**config.mk**
```make
export PLATFORM = sky130hd
export DESIGN_NAME = mma_mul
export DESIGN_NICKNAME = d
export VERILOG_FILES = /design/src/rtl/mma_pkg.sv /design/src/rtl/mma_mul.sv
export SDC_FILE = /design/constraint.sdc
export NUM_CORES = 1
export LEC_CHECK = 0
export BUFFER_PORTS_ARGS = -buffer_cell sky130_fd_sc_hd__buf_4
export CELL_PAD_IN_SITES_DETAIL_PLACEMENT = 0
export CELL_PAD_IN_SITES_GLOBAL_PLACEMENT = 2
export CORE_UTILIZATION = 35
export DETAILED_ROUTE_END_ITERATION = 10
export HOLD_SLACK_MARGIN = 0.03
export PLACE_DENSITY_LB_ADDON = 0.1
export REMOVE_ABC_BUFFERS = 1
export SKIP_CTS_REPAIR_TIMING = 1
export SLEW_MARGIN = 20
export SYNTH_ARGS = -nofsm -noshare
export SYNTH_HDL_FRONTEND = slang
export SYNTH_SLANG_ARGS = --single-unit
```
**constraint.sdc**
```tcl
create_clock -name clk -period 4.6 [get_ports clk]
set_clock_uncertainty 0.05 [all_clocks]
set_input_delay 0.46 -clock clk [delete_from_list [all_inputs] [get_ports clk]]
set_output_delay 0.46 -clock clk [all_outputs]
set_load 0.005 [all_outputs]
```
**src/rtl/mma_pkg.sv**
```systemverilog
package mma_pkg;

  // Operation codes carried in the input tuser field.
  typedef enum logic [2:0] {
    MODE_TO_MONT   = 3'd0,
    MODE_FROM_MONT = 3'd1,
    MODE_ADD       = 3'd2,
    MODE_SUB       = 3'd3,
    MODE_MUL       = 3'd4,
    MODE_POW       = 3'd5,
    MODE_INV       = 3'd6,
    MODE_EQUAL     = 3'd7
  } mma_mode_t;

  // Configuration register indexes.
  localparam logic [1:0] REG_MODULUS     = 2'd0;
  localparam logic [1:0] REG_MODULUS_INV = 2'd1;
  localparam logic [1:0] REG_R_SQUARED   = 2'd2;

  typedef enum logic [3:0] {
    S_IDLE,
    S_START,
    S_NEG,
    S_SUB,
    S_ARITH,
    S_DIV,
    S_INV,
    S_MP,
    S_MQ,
    S_MS,
    S_ALO,
    S_AHI,
    S_MMD,
    S_FIN
  } mma_state_t;

  // Which Montgomery product of a multi-product operation is running.
  typedef enum logic [1:0] {
    PH_FIRST,
    PH_SECOND,
    PH_ACC,
    PH_SQ
  } mma_phase_t;

  // Status of a serial unit.
  typedef struct packed {
    logic busy;
    logic done;
  } mma_stat_t;

endpackage

```
**src/rtl/mma_mul.sv**
```systemverilog
module mma_mul
  import mma_pkg::*;
(
  input  logic          clk,
  input  logic          rst_n,
  input  logic          start,
  input  logic [63:0]   x,
  input  logic [63:0]   y,
  output mma_stat_t     stat,
  output logic [127:0]  prod
);

  localparam logic [5:0] LAST = 6'd63;

  logic [63:0]  x_r;
  logic [63:0]  y_r;
  logic [127:0] acc_r;
  logic [5:0]   cnt_r;
  logic         busy_r;
  logic         done_r;
  logic [64:0]  add_s;

  // One multiplier bit per cycle, least significant first; the partial
  // sum shifts right so the adder stays 64 bits wide.
  assign add_s = {1'b0, acc_r[127:64]} + (y_r[0] ? {1'b0, x_r} : 65'd0);

  always_ff @(posedge clk) begin
    if (!rst_n) begin
      busy_r <= 1'b0;
      done_r <= 1'b0;
      cnt_r  <= '0;
    end else begin
      done_r <= 1'b0;
      if (start) begin
        busy_r <= 1'b1;
        cnt_r  <= '0;
      end else if (busy_r) begin
        cnt_r <= cnt_r + 6'd1;
        if (cnt_r == LAST) begin
          busy_r <= 1'b0;
          done_r <= 1'b1;
        end
      end
    end
  end

  always_ff @(posedge clk) begin
    if (start) begin
      x_r   <= x;
      y_r   <= y;
      acc_r <= '0;
    end else if (busy_r) begin
      acc_r <= {add_s, acc_r[63:1]};
      y_r   <= {1'b0, y_r[63:1]};
    end
  end

  assign stat.busy = busy_r;
  assign stat.done = done_r;
  assign prod      = acc_r;

endmodule

```
; ---- Word-level counts from Yosys, hierarchy flattened
; Index checks and enable logic that the tools add are counted.
[op_classes]
addsub = 2
eq_ne = 1
n_mux = 7
bitwise = 2
reduce_logical = 3
[op_table]
columns = operator, count
row1 = $mux 64, 3
row2 = $add 64x64->65, 1
row3 = $add 6x1->6 const B, 1
row4 = $eq 6x6->1 const B, 1
row5 = $mux 1, 4
row6 = $reduce_or 3->1, 1
row7 = $not 1->1, 2
row8 = $reduce_bool 2->1, 1
row9 = $reduce_or 2->1, 1
[totals]
reg_bits = 264
out_inout_bits = 130

; ---- Depth between registers and ports, before layout
; Gate-level depths: netlist of run 1.
[logic_depth]
depth_word = 4
mapped_depth = 14
mapped_depth_nobuf = 12

; ---- Worst setup path after synthesis of run 1
; Ideal clock, no wire load.
[synth_path]
path_kind = register to register
startpoint = register y_r[0]
endpoint = register acc_r[111] (netlist: prod[111])
setup_ps = 117
arrival_ps = 3016
setup_slack_ps = 1417
stages_incl_launch_ff = 14
path_buffers = 1
period_less_slack_ps = 3183
path_cell_list = edfxtp_1 > clkbuf_1 > and2_1 > ha_1 > fa_1 > a21oi_1 > o21ai_1 > a21oi_1 > o21ai_1 > o2bb2ai_1 > o211ai_2 > a211oi_1 > or3_1 > a32o_1
[synth_via]
elab_chain_len = 2
[synth_rtl]
columns = item, line
row1 = "start, declared", mma_mul.sv:16  ; logic [63:0] y_r;
row2 = "start signal, assigned", mma_mul.sv:50  ; y_r <= y;
row3 = "start signal, assigned", mma_mul.sv:54  ; y_r <= {1'b0, y_r[63:1]};
row4 = $mux 64, mma_mul.sv:25  ; assign add_s = {1'b0, acc_r[127:64]} + (y_r[0] ? {1'b0, x_r} : 65'd0);
row5 = $add 64x64->65, mma_mul.sv:25
row6 = "end signal, assigned", mma_mul.sv:53  ; acc_r <= {add_s, acc_r[63:1]};
row7 = "end, declared", mma_mul.sv:17  ; logic [127:0] acc_r;
; Every way passes these cells.
; A chain may end at the register's enable or synchronous reset.

; ---- Final worst setup path of run 1
; Ends and elaborated chain as after synthesis.

==> reports/qor_table.md, run 1 <==
| Parameter | Reported |
|---|---|
| Deepest clock path buffer count | 3 |
| Synthesized area per cell | 10.6 sq um |
| Global-route usage over all layers | 19.4% |
| Clock tree from TritonCTS | built |
| Number of buffers inserted during clock tree synthesis | 34 |
| Synthesized instance count | 1,285 |
| Area Overhead vs Synth | 27.8% |
| Number of top-level design ports | 261 |
| Largest fanout on the critical path | 19 |
| Vias per cell | 5.04 |
| NumNets Final | 1,744 |
| Vias after detailed routing | 10,500 |
| Cell variety after synth | 77 |
| Maxcap violations | 0 |
| Final wirelength | 38,500 microns |
| Max Freq | 0.269 GHz |
| Number of antenna violations at the first check in global routing | 3 |
| Number of synthesized register bits | 264 |
| Min Hold Slack | 0.0488 ns |
| Number of setup violations in the final report | 0 |
| Non-filler instance count after layout | 2,083 |
| Area of the mapped netlist | 0.0136 sq mm |
| Latest clock arrival within the worst-skew pair | 0.54 ns |
| Top_reg_cell synth | sky130_fd_sc_hd__dfxtp_1 |
| Total Power | 6.36 mW |
| Initial standard-cell utilization of the core | 35.8% |
| Critical Setup Path Class | reg2reg |
| Drt initial violations | 398 |
| Final critical delay including setup and external delays | 3.72 ns |
| Number of global-route vias before repair | 10,400 |
| Critical path data arrival time | 4.09 ns |
| Largest voltage drop on the vdd net | 0.000313 V |
| Final WS setup | 0.879 ns |
| Count of input and output buffers | 260 |
| DRC violation count after routing | 0 |
| Period Utilization, post-route | 80.9% |
| Number of instances in the placed design | 1,993 |
| Weighted congestion at the end of routability-driven global placement | 0.834 |
| Path class of the lowest-slack min-delay path | in2reg |
| Most common library cell in the layout ignoring fill and taps | sky130_fd_sc_hd__buf_4 |
| Routed wire per std cell | 18.5 microns |
| Leakage power total | 7.18 nW |
| Maximum level of the CTS H-tree | 2 |
| Global-route wire length before repair | 59,400 microns |
| Setup slack after placement | 0.902 ns |
| Std-Cell Core Area | 0.0379 sq mm |
| Leading cell types in the layout, fill and taps excluded | sky130_fd_sc_hd__buf_4 (268), sky130_fd_sc_hd__nor2_1 (135), sky130_fd_sc_hd__dfxtp_1 (135) |
| Maximum number of pins on one net before global-route repair | 176 |
| Relative max-transition margin | 38.8% |
| Core Rows | 71 |
| Slew at the pin with the worst max-slew slack | 0.917 ns |
| Die Outline Area | 0.0396 sq mm |
| Required time at the endpoint of the critical path | 4.97 ns |
| Number of nets with antenna violations after routing | 0 |
| Placed instance area | 0.0159 sq mm |
| Clock-pin transition on the worst setup and hold timing paths | 0.06 ns |
| Fraction of layout cells with a size suffix above 1 | 25.8% |
| Hold violation count in the final report | 0 |
| Total half-perimeter wirelength after legalization and detailed placement | 27,500 microns |
| Type of origin of the critical path | flop |
| Setup repair after global routing missed its margin | no |
| Number of synthesized flops with an enable pin | 128 |
| Library cell used as clock root buffer | sky130_fd_sc_hd__clkbuf_16 |
| Final slew viol count | 0 |
| Run status | finished, final reports clean |
| Die span in y | 199 microns |
| Clock Sink Count | 264 |
| FF/Latch Area | 0.00657 sq mm |
| Fraction of registers with async set/reset | 0% |
| Total area of multi-input combinational cells | 0.00660 sq mm |
| Register area share after synthesis | 48.4% |
| Fill cell instance count of the final layout | 3,651 |
| Power per cell area | 367 mW/mm^2 |
| Width of the chip | 199 microns |
| First-pass detailed-route iteration total | 4 |
| Endpoint class of the critical path | flop |
| Yosys Warn Count | 0 |
| Remaining Overflow, GRT | 0 |
| Summed area of non-filler cells in the final layout | 0.0173 sq mm |
## path summary, 6_finish.rpt
check	slack, ns	from	end	cells after the start
worst max-delay path	0.88	y_r[0]	prod[111]	13
worst min-delay path	0.05	x[41]	x_r[41]	1
worst max register to register	0.88	y_r[0]	prod[111]	13
worst min register to register	0.43	prod[125]	prod[125]	2
## metrics by stage
stage / setup TNS [ns] / utilization [%]
floorplan: -202.56 / -
global placement: 0 / 42.0
detailed placement: 0 / 42.0
CTS: 0 / 44.9
global route: 0 / 45.7
finish: 0 / 45.7
## flip-flops by register name, indices dropped and copies added, names as in the netlist
name,flops
prod,128
x_r,64
y_r,64
cnt_r,6
busy_r,1
done_r,1
## cell type report
type	instances	share of cell area (%)
inverter	25	0.541
clock inverter	8	0.527
clock buffer	52	5.83
timing repair buffer	299	13.5
multi-input combinational	923	38.0
antenna	1	0.0144
sequential	264	37.9
tap	511	3.69
## logic make-up after synthesis
logic type | synth area share (%)
and+or+nand+nor | 13.7
AOI/OAI and AO/OA | 13.1
DFF | 48.4
muxes | 12.2
buffers and inverters | 3.04
adders and majority gates | 6.14
xor gates and xnor gates | 3.42
## synthesized netlist by cell type (4+ instances only)
cell                       number  area share, %
sky130_fd_sc_hd__inv_1         25           0.69
sky130_fd_sc_hd__nand4_1       25            1.2
sky130_fd_sc_hd__or3_1          8           0.37
sky130_fd_sc_hd__o21bai_1      15           0.83
sky130_fd_sc_hd__ha_1          65            6.0
sky130_fd_sc_hd__a21oi_1       87            3.2
sky130_fd_sc_hd__nand3_1       18           0.66
sky130_fd_sc_hd__mux2i_1       94            6.9
sky130_fd_sc_hd__o21ai_1        6           0.22
sky130_fd_sc_hd__o221ai_1       5           0.32
sky130_fd_sc_hd__nor3_1         9           0.33
sky130_fd_sc_hd__and3_1         8           0.37
sky130_fd_sc_hd__and2_1        72            3.3
sky130_fd_sc_hd__nand2b_1       4           0.18
sky130_fd_sc_hd__nor2_1       136            3.8
sky130_fd_sc_hd__nor2b_1        6           0.28
sky130_fd_sc_hd__clkbuf_1      38            1.1
sky130_fd_sc_hd__o21a_1        10           0.55
sky130_fd_sc_hd__buf_2         10           0.37
sky130_fd_sc_hd__a21oi_2        4           0.26
sky130_fd_sc_hd__nor4_1         5           0.23
sky130_fd_sc_hd__buf_4          8           0.44
sky130_fd_sc_hd__and4_1         5           0.32
sky130_fd_sc_hd__buf_1         15           0.41
sky130_fd_sc_hd__a31oi_1        9           0.41
sky130_fd_sc_hd__edfxtp_1     128             28
sky130_fd_sc_hd__o21ai_0       52            1.9
sky130_fd_sc_hd__a211oi_1      10           0.55
sky130_fd_sc_hd__nand2_1       70            1.9
sky130_fd_sc_hd__mux2_2        63            5.2
sky130_fd_sc_hd__a21o_1        20            1.1
sky130_fd_sc_hd__xnor2_1       35            2.3
sky130_fd_sc_hd__xor2_1        18            1.2
sky130_fd_sc_hd__dfxtp_1      136             20
## worst max-delay path, cell delays in order (launching register included)
cell,delay (ns)
sky130_fd_sc_hd__edfxtp_1,0.41
sky130_fd_sc_hd__buf_4,0.22
sky130_fd_sc_hd__and2_1,0.18
sky130_fd_sc_hd__ha_1,0.21
sky130_fd_sc_hd__fa_1,0.40
sky130_fd_sc_hd__a21oi_1,0.21
sky130_fd_sc_hd__o21ai_1,0.13
sky130_fd_sc_hd__a21oi_1,0.36
sky130_fd_sc_hd__o21ai_1,0.17
sky130_fd_sc_hd__o2bb2ai_1,0.21
sky130_fd_sc_hd__o211ai_2,0.28
sky130_fd_sc_hd__a211oi_1,0.13
sky130_fd_sc_hd__or3_1,0.36
sky130_fd_sc_hd__a32o_1,0.25
## power breakdown
group	internal [mW]	total [mW]	switching [mW]
clock	1.58	2.62	1.04
combinational	0.468	1.01	0.539
sequential	2.64	2.74	0.0942
## metal layers
metal / GRT usage [%] / wire (microns) / up-vias
li1: - / - / 5207
met1: 26.0 / 18000 / 4990
met2: 28.7 / 16500 / 250
met3: 7.38 / 3310 / 44
met4: 6.07 / 708 / 4
met5: 0 / 31 / -
Note: power is estimated with default switching activity, not from simulation.
==> run 2, diff against run 1 <==
==> constraint.sdc (replaced) <==
create_clock -name clk -period 3.84 [get_ports clk]
set_clock_uncertainty 0.05 [all_clocks]
set_input_delay 0.384 -clock clk [delete_from_list [all_inputs] [get_ports clk]]
set_output_delay 0.384 -clock clk [all_outputs]
set_load 0.005 [all_outputs]
==> run 2 against run 1 <==
Register-to-register slack got worse by 0.58 ns; sequential power grew 20%; total power grew 17%; largest cell class unchanged; highest routed layer is now met4; die area is the same; combinational power increased by 26%; critical path depth fell by 1; worst setup slack got worse by 0.58 ns; sequential share of layout area fell by 1.1 points; global-route usage is 0.074 points higher; clock power increased by 11%; largest power group unchanged.
==> reports/qor_table.md, run 2 (same netlist as run 1, synthesis figures left out) <==
| Parameter | Reported | Delta |
|---|---|---|
| Run status | finished, final reports clean |  |
| Hold violation count in the final report | 0 | unchanged |
| Remaining Overflow, GRT | 0 | unchanged |
| Critical Setup Path Class | reg2reg |  |
| Max Freq | 0.283 GHz | +5.1% |
| Total half-perimeter wirelength after legalization and detailed placement | 28,100 microns | +2.0% |
| Number of global-route vias before repair | 10,600 | +1.7% |
| DRC violation count after routing | 0 | unchanged |
| Area Overhead vs Synth | 31.5% |  |
| Critical path data arrival time | 3.97 ns | -0.12 ns |
| Final slew viol count | 0 | unchanged |
| Critical R2R Capture | prod[112] |  |
| Total Power | 7.47 mW | +17% |
| Fraction of layout cells with a size suffix above 1 | 26.2% | +0.43 points |
| Number of top-level design ports | 261 | unchanged |
| Power per cell area | 419 mW/mm^2 | +14% |
| Count of input and output buffers | 260 | unchanged |
| Latest clock arrival within the worst-skew pair | 0.59 ns | +0.05 ns |
| Largest fanout on the critical path | 16 | -3 |
| Library cell used as clock root buffer | sky130_fd_sc_hd__clkbuf_16 |  |
| Core Rows | 71 | unchanged |
| Global-route usage over all layers | 19.5% | +0.074 points |
| Slew at the pin with the worst max-slew slack | 0.893 ns | -0.0242 ns |
| Period Utilization, post-route | 92.2% | +11 points |
| Min Hold Slack | 0.0493 ns | +0.000519 ns |
| Vias per cell | 5.02 | -0.30% |
| Deepest clock path buffer count | 3 | unchanged |
| Number of buffers inserted during clock tree synthesis | 31 | -8.8% |
| Weighted congestion at the end of routability-driven global placement | 0.847 | +1.5% |
| Maximum number of pins on one net before global-route repair | 171 | -2.8% |
| First-pass detailed-route iteration total | 5 | +1 |
| Width of the chip | 199 microns | unchanged |
| Beginning of the worst register-to-register path | y_r[0] |  |
| Maximum level of the CTS H-tree | 1 | -1 |
| Final wirelength | 39,100 microns | +1.7% |
| Start point of the worst min-delay path | y[60] |  |
| Maxcap violations | 0 | unchanged |
| Drt initial violations | 528 | +33% |
| Number of cells on the worst hold path | 2 | +1 |
| Final critical delay including setup and external delays | 3.54 ns | -0.182 ns |
| Endpoint class of the critical path | flop |  |
| Type of origin of the critical path | flop |  |
| Setup repair after global routing missed its margin | no |  |
| Clock-pin transition on the worst setup and hold timing paths | 0.06 ns | about the same |
| Final WS setup | 0.301 ns | -0.578 ns |
| Routed wire per std cell | 18.3 microns | -1.1% |
| Die Outline Area | 0.0396 sq mm | unchanged |
| Number of nets with antenna violations after routing | 0 | unchanged |
| Clock Sink Count | 264 | unchanged |
| NumNets Final | 1,801 | +3.3% |
| Clock tree from TritonCTS | built |  |
| Number of setup violations in the final report | 0 | unchanged |
| Largest voltage drop on the vdd net | 0.000327 V | +4.3% |
| Leading cell types in the layout, fill and taps excluded | sky130_fd_sc_hd__buf_4 (282), sky130_fd_sc_hd__nor2_1 (135), sky130_fd_sc_hd__dfxtp_1 (135) |  |
| Initial standard-cell utilization of the core | 35.8% | unchanged |
| Number of antenna violations at the first check in global routing | 1 | -2 |
| Leakage power total | 7.43 nW | +3.5% |
| Most common library cell in the layout ignoring fill and taps | sky130_fd_sc_hd__buf_4 |  |
| Path class of the lowest-slack min-delay path | in2reg |  |
| Worst R2R Path Depth | 12 | -1 |
| Global-route wire length before repair | 60,100 microns | +1.2% |
| Required time at the endpoint of the critical path | 4.27 ns | -0.70 ns |
| Worst-case hold path end point | y_r[60] |  |
| Relative max-transition margin | 40.4% | +1.6 points |
| Setup slack on the worst flop-to-flop path | 0.30 ns | -0.58 ns |
| Std-Cell Core Area | 0.0379 sq mm | unchanged |
| Max reg flops | 128 | unchanged |
| Setup slack after placement | 0.266 ns | -0.636 ns |
| Die span in y | 199 microns | unchanged |
| Vias after detailed routing | 10,800 | +2.5% |
## run 2: worst max path at each step
stage	startpoint	to	slack, ns	cells after the start
2_1_floorplan	busy_r	y_r[0]	-3.43	2
6_report	y_r[0]	prod[112]	0.30	12
5_1_grt	y_r[0]	prod[127]	0.04	12
3_3_place_gp	y_r[0]	prod[127]	0.36	12
4_1_cts	y_r[0]	prod[127]	0.27	12
3_5_place_dp	y_r[0]	prod[127]	0.27	12
## run 2: routing by layer
metal	GRT usage (%)	vias to the layer above	wire length, microns
met5	0	-	0
met2	29.5	252	17200
met3	7.41	37	2970
met1	26.4	5146	18400
met4	3.70	0	579
li1	-	5320	-
## run 2: final cells by class
cell class,count,area (sq um)
well taps,511,639
clock buffers,45,900
flip-flops and latches,264,6570
diodes,1,2.50
fillers,3636,20100
clock inverters,13,109
multi-input cells,923,6600
repair buffers,359,2930
inverters,25,93.8
## run 2: worst max-delay path, cell delays in order (launching register included)
cell and delay [ns]:
sky130_fd_sc_hd__edfxtp_1 0.49, sky130_fd_sc_hd__buf_4 0.23, sky130_fd_sc_hd__and2_1 0.15, sky130_fd_sc_hd__ha_1 0.36, sky130_fd_sc_hd__a21oi_2 0.19, sky130_fd_sc_hd__o21ai_0 0.16
sky130_fd_sc_hd__a41o_1 0.28, sky130_fd_sc_hd__a21o_4 0.22, sky130_fd_sc_hd__a311oi_4 0.40, sky130_fd_sc_hd__o31ai_4 0.16, sky130_fd_sc_hd__a21oi_2 0.28, sky130_fd_sc_hd__o21ai_0 0.14
sky130_fd_sc_hd__a221o_1 0.31
## run 2: power breakdown
group	switching, mW	total (mW)	internal [mW]	leakage [nW]
combinational	0.659	1.27	0.610	4.55
clock	1.22	2.91	1.70	0.508
sequential	0.123	3.29	3.17	2.37
## run 2: metrics by stage
step | utilization (%) | cell area (sq um) | cells | TNS [ns]
2_1_floorplan | - | 13300 | 1212 | -314.49
3_3_place_gp | 42.5 | 16100 | 2010 | 0
3_5_place_dp | 42.5 | 16100 | 2010 | 0
4_1_cts | 45.1 | 17100 | 2068 | 0
5_1_grt | 47.0 | 17800 | 2141 | 0
6_report | 47.0 | 17800 | 2141 | 0
==> run 3, diff against run 2 <==
--- a/config.mk
+++ b/config.mk
@@ -8,12 +8,13 @@
 export BUFFER_PORTS_ARGS = -buffer_cell sky130_fd_sc_hd__buf_4
 export CELL_PAD_IN_SITES_DETAIL_PLACEMENT = 0
 export CELL_PAD_IN_SITES_GLOBAL_PLACEMENT = 2
-export CORE_UTILIZATION = 35
+export CORE_UTILIZATION = 32
 export DETAILED_ROUTE_END_ITERATION = 10
 export HOLD_SLACK_MARGIN = 0.03
 export PLACE_DENSITY_LB_ADDON = 0.1
 export REMOVE_ABC_BUFFERS = 1
 export SKIP_CTS_REPAIR_TIMING = 1
+export SKIP_LAST_GASP = 1
 export SLEW_MARGIN = 20
 export SYNTH_ARGS = -nofsm -noshare
 export SYNTH_HDL_FRONTEND = slang
==> constraint.sdc (replaced) <==
create_clock -name clk -period 3.18 [get_ports clk]
set_clock_uncertainty 0.05 [all_clocks]
set_input_delay 0.318 -clock clk [delete_from_list [all_inputs] [get_ports clk]]
set_output_delay 0.318 -clock clk [all_outputs]
set_load 0.005 [all_outputs]
==> run 3 against run 2 <==
The run now ends with negative setup slack left; worst hold slack worse by 0.020 ns; flip-flop and latch count did not move; register-to-register slack lost 0.36 ns; total power up 32%; worst setup slack lost 0.36 ns; critical path depth rose by 1; largest power group unchanged; sequential share of layout area decreased by 4.9 points; count of clock-buffer cells in the layout grew 5; fmax is 9.1% higher; cell count grew 13%.
==> reports/qor_table.md, run 3 (same netlist as run 1, synthesis figures left out) <==
| Parameter | Reported | Delta |
|---|---|---|
| Slew at the pin with the worst max-slew slack | 0.851 ns | -0.0426 ns |
| Largest voltage drop on the vdd net | 0.000418 V | +28% |
| Clock share of power | 38.7% | -0.3 points |
| Number of setup violations in the final report | 5 | +5 |
| Crit-path cells | buf_12 -> and2_1 -> ha_1 -> a211oi_1 -> o31a_1 -> nand4b_1 -> a211o_1 -> a211oi_2 -> o21ai_2 -> buf_4 -> a21oi_2 -> nor3_1 -> o31ai_1 |  |
| Cell with the largest stage delay on the worst path | sky130_fd_sc_hd__edfxtp_1 |  |
| Leading cell types in the layout, fill and taps excluded | sky130_fd_sc_hd__buf_4 (472), sky130_fd_sc_hd__dfxtp_1 (135), sky130_fd_sc_hd__nor2_1 (131) |  |
| Max reg flops | 128 | unchanged |
| Number of nets with antenna violations after routing | 0 | unchanged |
| Period Utilization, post-route | 102% | +9.8 points |
| Placed instance area | 0.0175 sq mm | +8.5% |
| Path class of the lowest-slack min-delay path | in2reg |  |
| Type of origin of the critical path | flop |  |
| Latest clock arrival within the worst-skew pair | 0.54 ns | -0.05 ns |
| Setup slack after placement | -0.435 ns | -0.701 ns |
| Fill cell instance count of the final layout | 3,956 | +8.8% |
| Net switching power | 2.62 mW | +31% |
| Maxcap violations | 0 | unchanged |
| Critical path data arrival time | 3.65 ns | -0.32 ns |
| Required time at the endpoint of the critical path | 3.58 ns | -0.69 ns |
| NumNets Final | 2,041 | +13% |
| Core Rows | 75 | +5.6% |
| Largest fanout on the critical path | 25 | +9 |
| Number of antenna violations at the first check in global routing | 4 | +3 |
| Deepest clock path buffer count | 3 | unchanged |
| First-pass detailed-route iteration total | 5 | unchanged |
| DRC violation count after routing | 0 | unchanged |
| Routed wire per std cell | 17.5 microns | -4.1% |
| Summed area of non-filler cells in the final layout | 0.0206 sq mm | +15% |
| Number of buffers inserted during clock tree synthesis | 34 | +9.7% |
| Max Freq | 0.308 GHz | +9.1% |
| Min Hold Slack | 0.0296 ns | -0.0196 ns |
| Hold violation count in the final report | 0 | unchanged |
| Leakage power total | 8.66 nW | +16% |
| Area Overhead vs Synth | 51.9% |  |
| Endpoint class of the critical path | flop |  |
| Fraction of power spent switching nets | 26.5% | -0.22 points |
| Setup repair after global routing missed its margin | yes |  |
| Power per cell area | 478 mW/mm^2 | +14% |
| Relative max-transition margin | 43.3% | +2.8 points |
| Final critical delay including setup and external delays | 3.24 ns | -0.295 ns |
| Std-Cell Core Area | 0.0419 sq mm | +10% |
| Vias per cell | 4.80 | -4.4% |
| Largest stage delay on the critical path | 0.44 ns | -0.05 ns |
| Count of input and output buffers | 260 | unchanged |
| Most common library cell in the layout ignoring fill and taps | sky130_fd_sc_hd__buf_4 |  |
| Global-route usage over all layers | 18.9% | -0.64 points |
| Internal power | 7.24 mW | +32% |
| Initial standard-cell utilization of the core | 32.4% | -3.4 points |
| Die Outline Area | 0.0432 sq mm | +9.3% |
| Fraction of layout cells with a size suffix above 1 | 38.5% | +12 points |
| Remaining Overflow, GRT | 0 | unchanged |
| Library cell used as clock root buffer | sky130_fd_sc_hd__clkbuf_16 |  |
| Total half-perimeter wirelength after legalization and detailed placement | 30,500 microns | +8.8% |
| Maximum level of the CTS H-tree | 2 | +1 |
| Run status | finished, violations left |  |
| Share of total power in sequential cells | 40.2% | -3.8 points |
| Final slew viol count | 0 | unchanged |
| Clock tree from TritonCTS | built |  |
| Final wirelength | 42,300 microns | +8.0% |
| Die span in y | 208 microns | +4.5% |
| Drt initial violations | 409 | -23% |
| Vias after detailed routing | 11,600 | +7.7% |
| Critical Setup Path Class | reg2reg |  |
| Number of global-route vias before repair | 11,300 | +6.4% |
| Final WS setup | -0.0637 ns | -0.365 ns |
| Global-route wire length before repair | 64,000 microns | +6.4% |
| Width of the chip | 208 microns | +4.5% |
| Failing checks | negative setup slack |  |
| Combinational group share of total power | 21.1% | +4.1 points |
| Number of top-level design ports | 261 | unchanged |
| Weighted congestion at the end of routability-driven global placement | 0.837 | -1.1% |
| Clock-pin transition on the worst setup and hold timing paths | 0.06 ns | about the same |
| Maximum number of pins on one net before global-route repair | 93 | -46% |
| Clock Sink Count | 264 | unchanged |
==> run 3: final timing paths <==
path / from / to / slack (ns) / cells past startpoint
worst min register to register: prod[125] / prod[125] / 0.43 / 2
worst max register to register: y_r[0] / prod[120] / -0.06 / 13
worst max-delay path: y_r[0] / prod[120] / -0.06 / 13
worst min-delay path: y[38] / y_r[38] / 0.03 / 2
==> run 3: power groups by stage <==
stage / clock [mW] / sequential (mW) / combinational (mW)
6_report: 3.82 / 3.96 / 2.08
3_5_place_dp: 0 / 4.02 / 1.81
3_3_place_gp: 0 / 4.02 / 1.80
5_1_grt: 4.06 / 3.99 / 2.27
4_1_cts: 3.94 / 3.95 / 1.82
2_1_floorplan: 0 / 4.02 / 0.873
==> run 3: layout make-up <==
type / count / area [sq um] / share of cell area, %
clock buffers: 50 / 931 / 4.52
inverters: 25 / 93.8 / 0.455
repair buffers: 596 / 4840 / 23.5
clock inverters: 11 / 159 / 0.771
multi-input cells: 923 / 7330 / 35.6
flip-flops and latches: 264 / 6570 / 31.9
diodes: 4 / 10.0 / 0.0486
well taps: 539 / 674 / 3.27
==> run 3: layer usage <==
metal,GRT usage [%],up-vias,wire [microns]
li1,-,5797,-
met1,25.0,5523,20100
met2,29.0,221,19100
met3,6.46,43,2290
met4,5.57,0,759
met5,0,-,0
==> run 3: metrics by stage <==
stage | setup TNS (ns) | cells | total power, mW | utilization (%)
after floorplan | -447.08 | 1212 | 4.89 | -
after global placement | -2.04 | 2215 | 5.82 | 41.7
after detailed placement | -2.49 | 2215 | 5.83 | 41.7
after CTS | -3.39 | 2276 | 9.71 | 44.4
after global routing | -3.18 | 2411 | 10.3 | 49.2
final | -0.138 | 2412 | 9.86 | 49.2
==> run 3: critical path, delay by kind of cell (launching register included) <==
| family | cells | cell delay (ns) |
|---|---|---|
| buffers and inverters | 2 | 0.35 |
| adder cells (fa/ha/maj) | 1 | 0.30 |
| flip-flops | 1 | 0.44 |
| AO/OA/AOI/OAI | 7 | 1.54 |
| AND/OR/NAND/NOR | 3 | 0.46 |
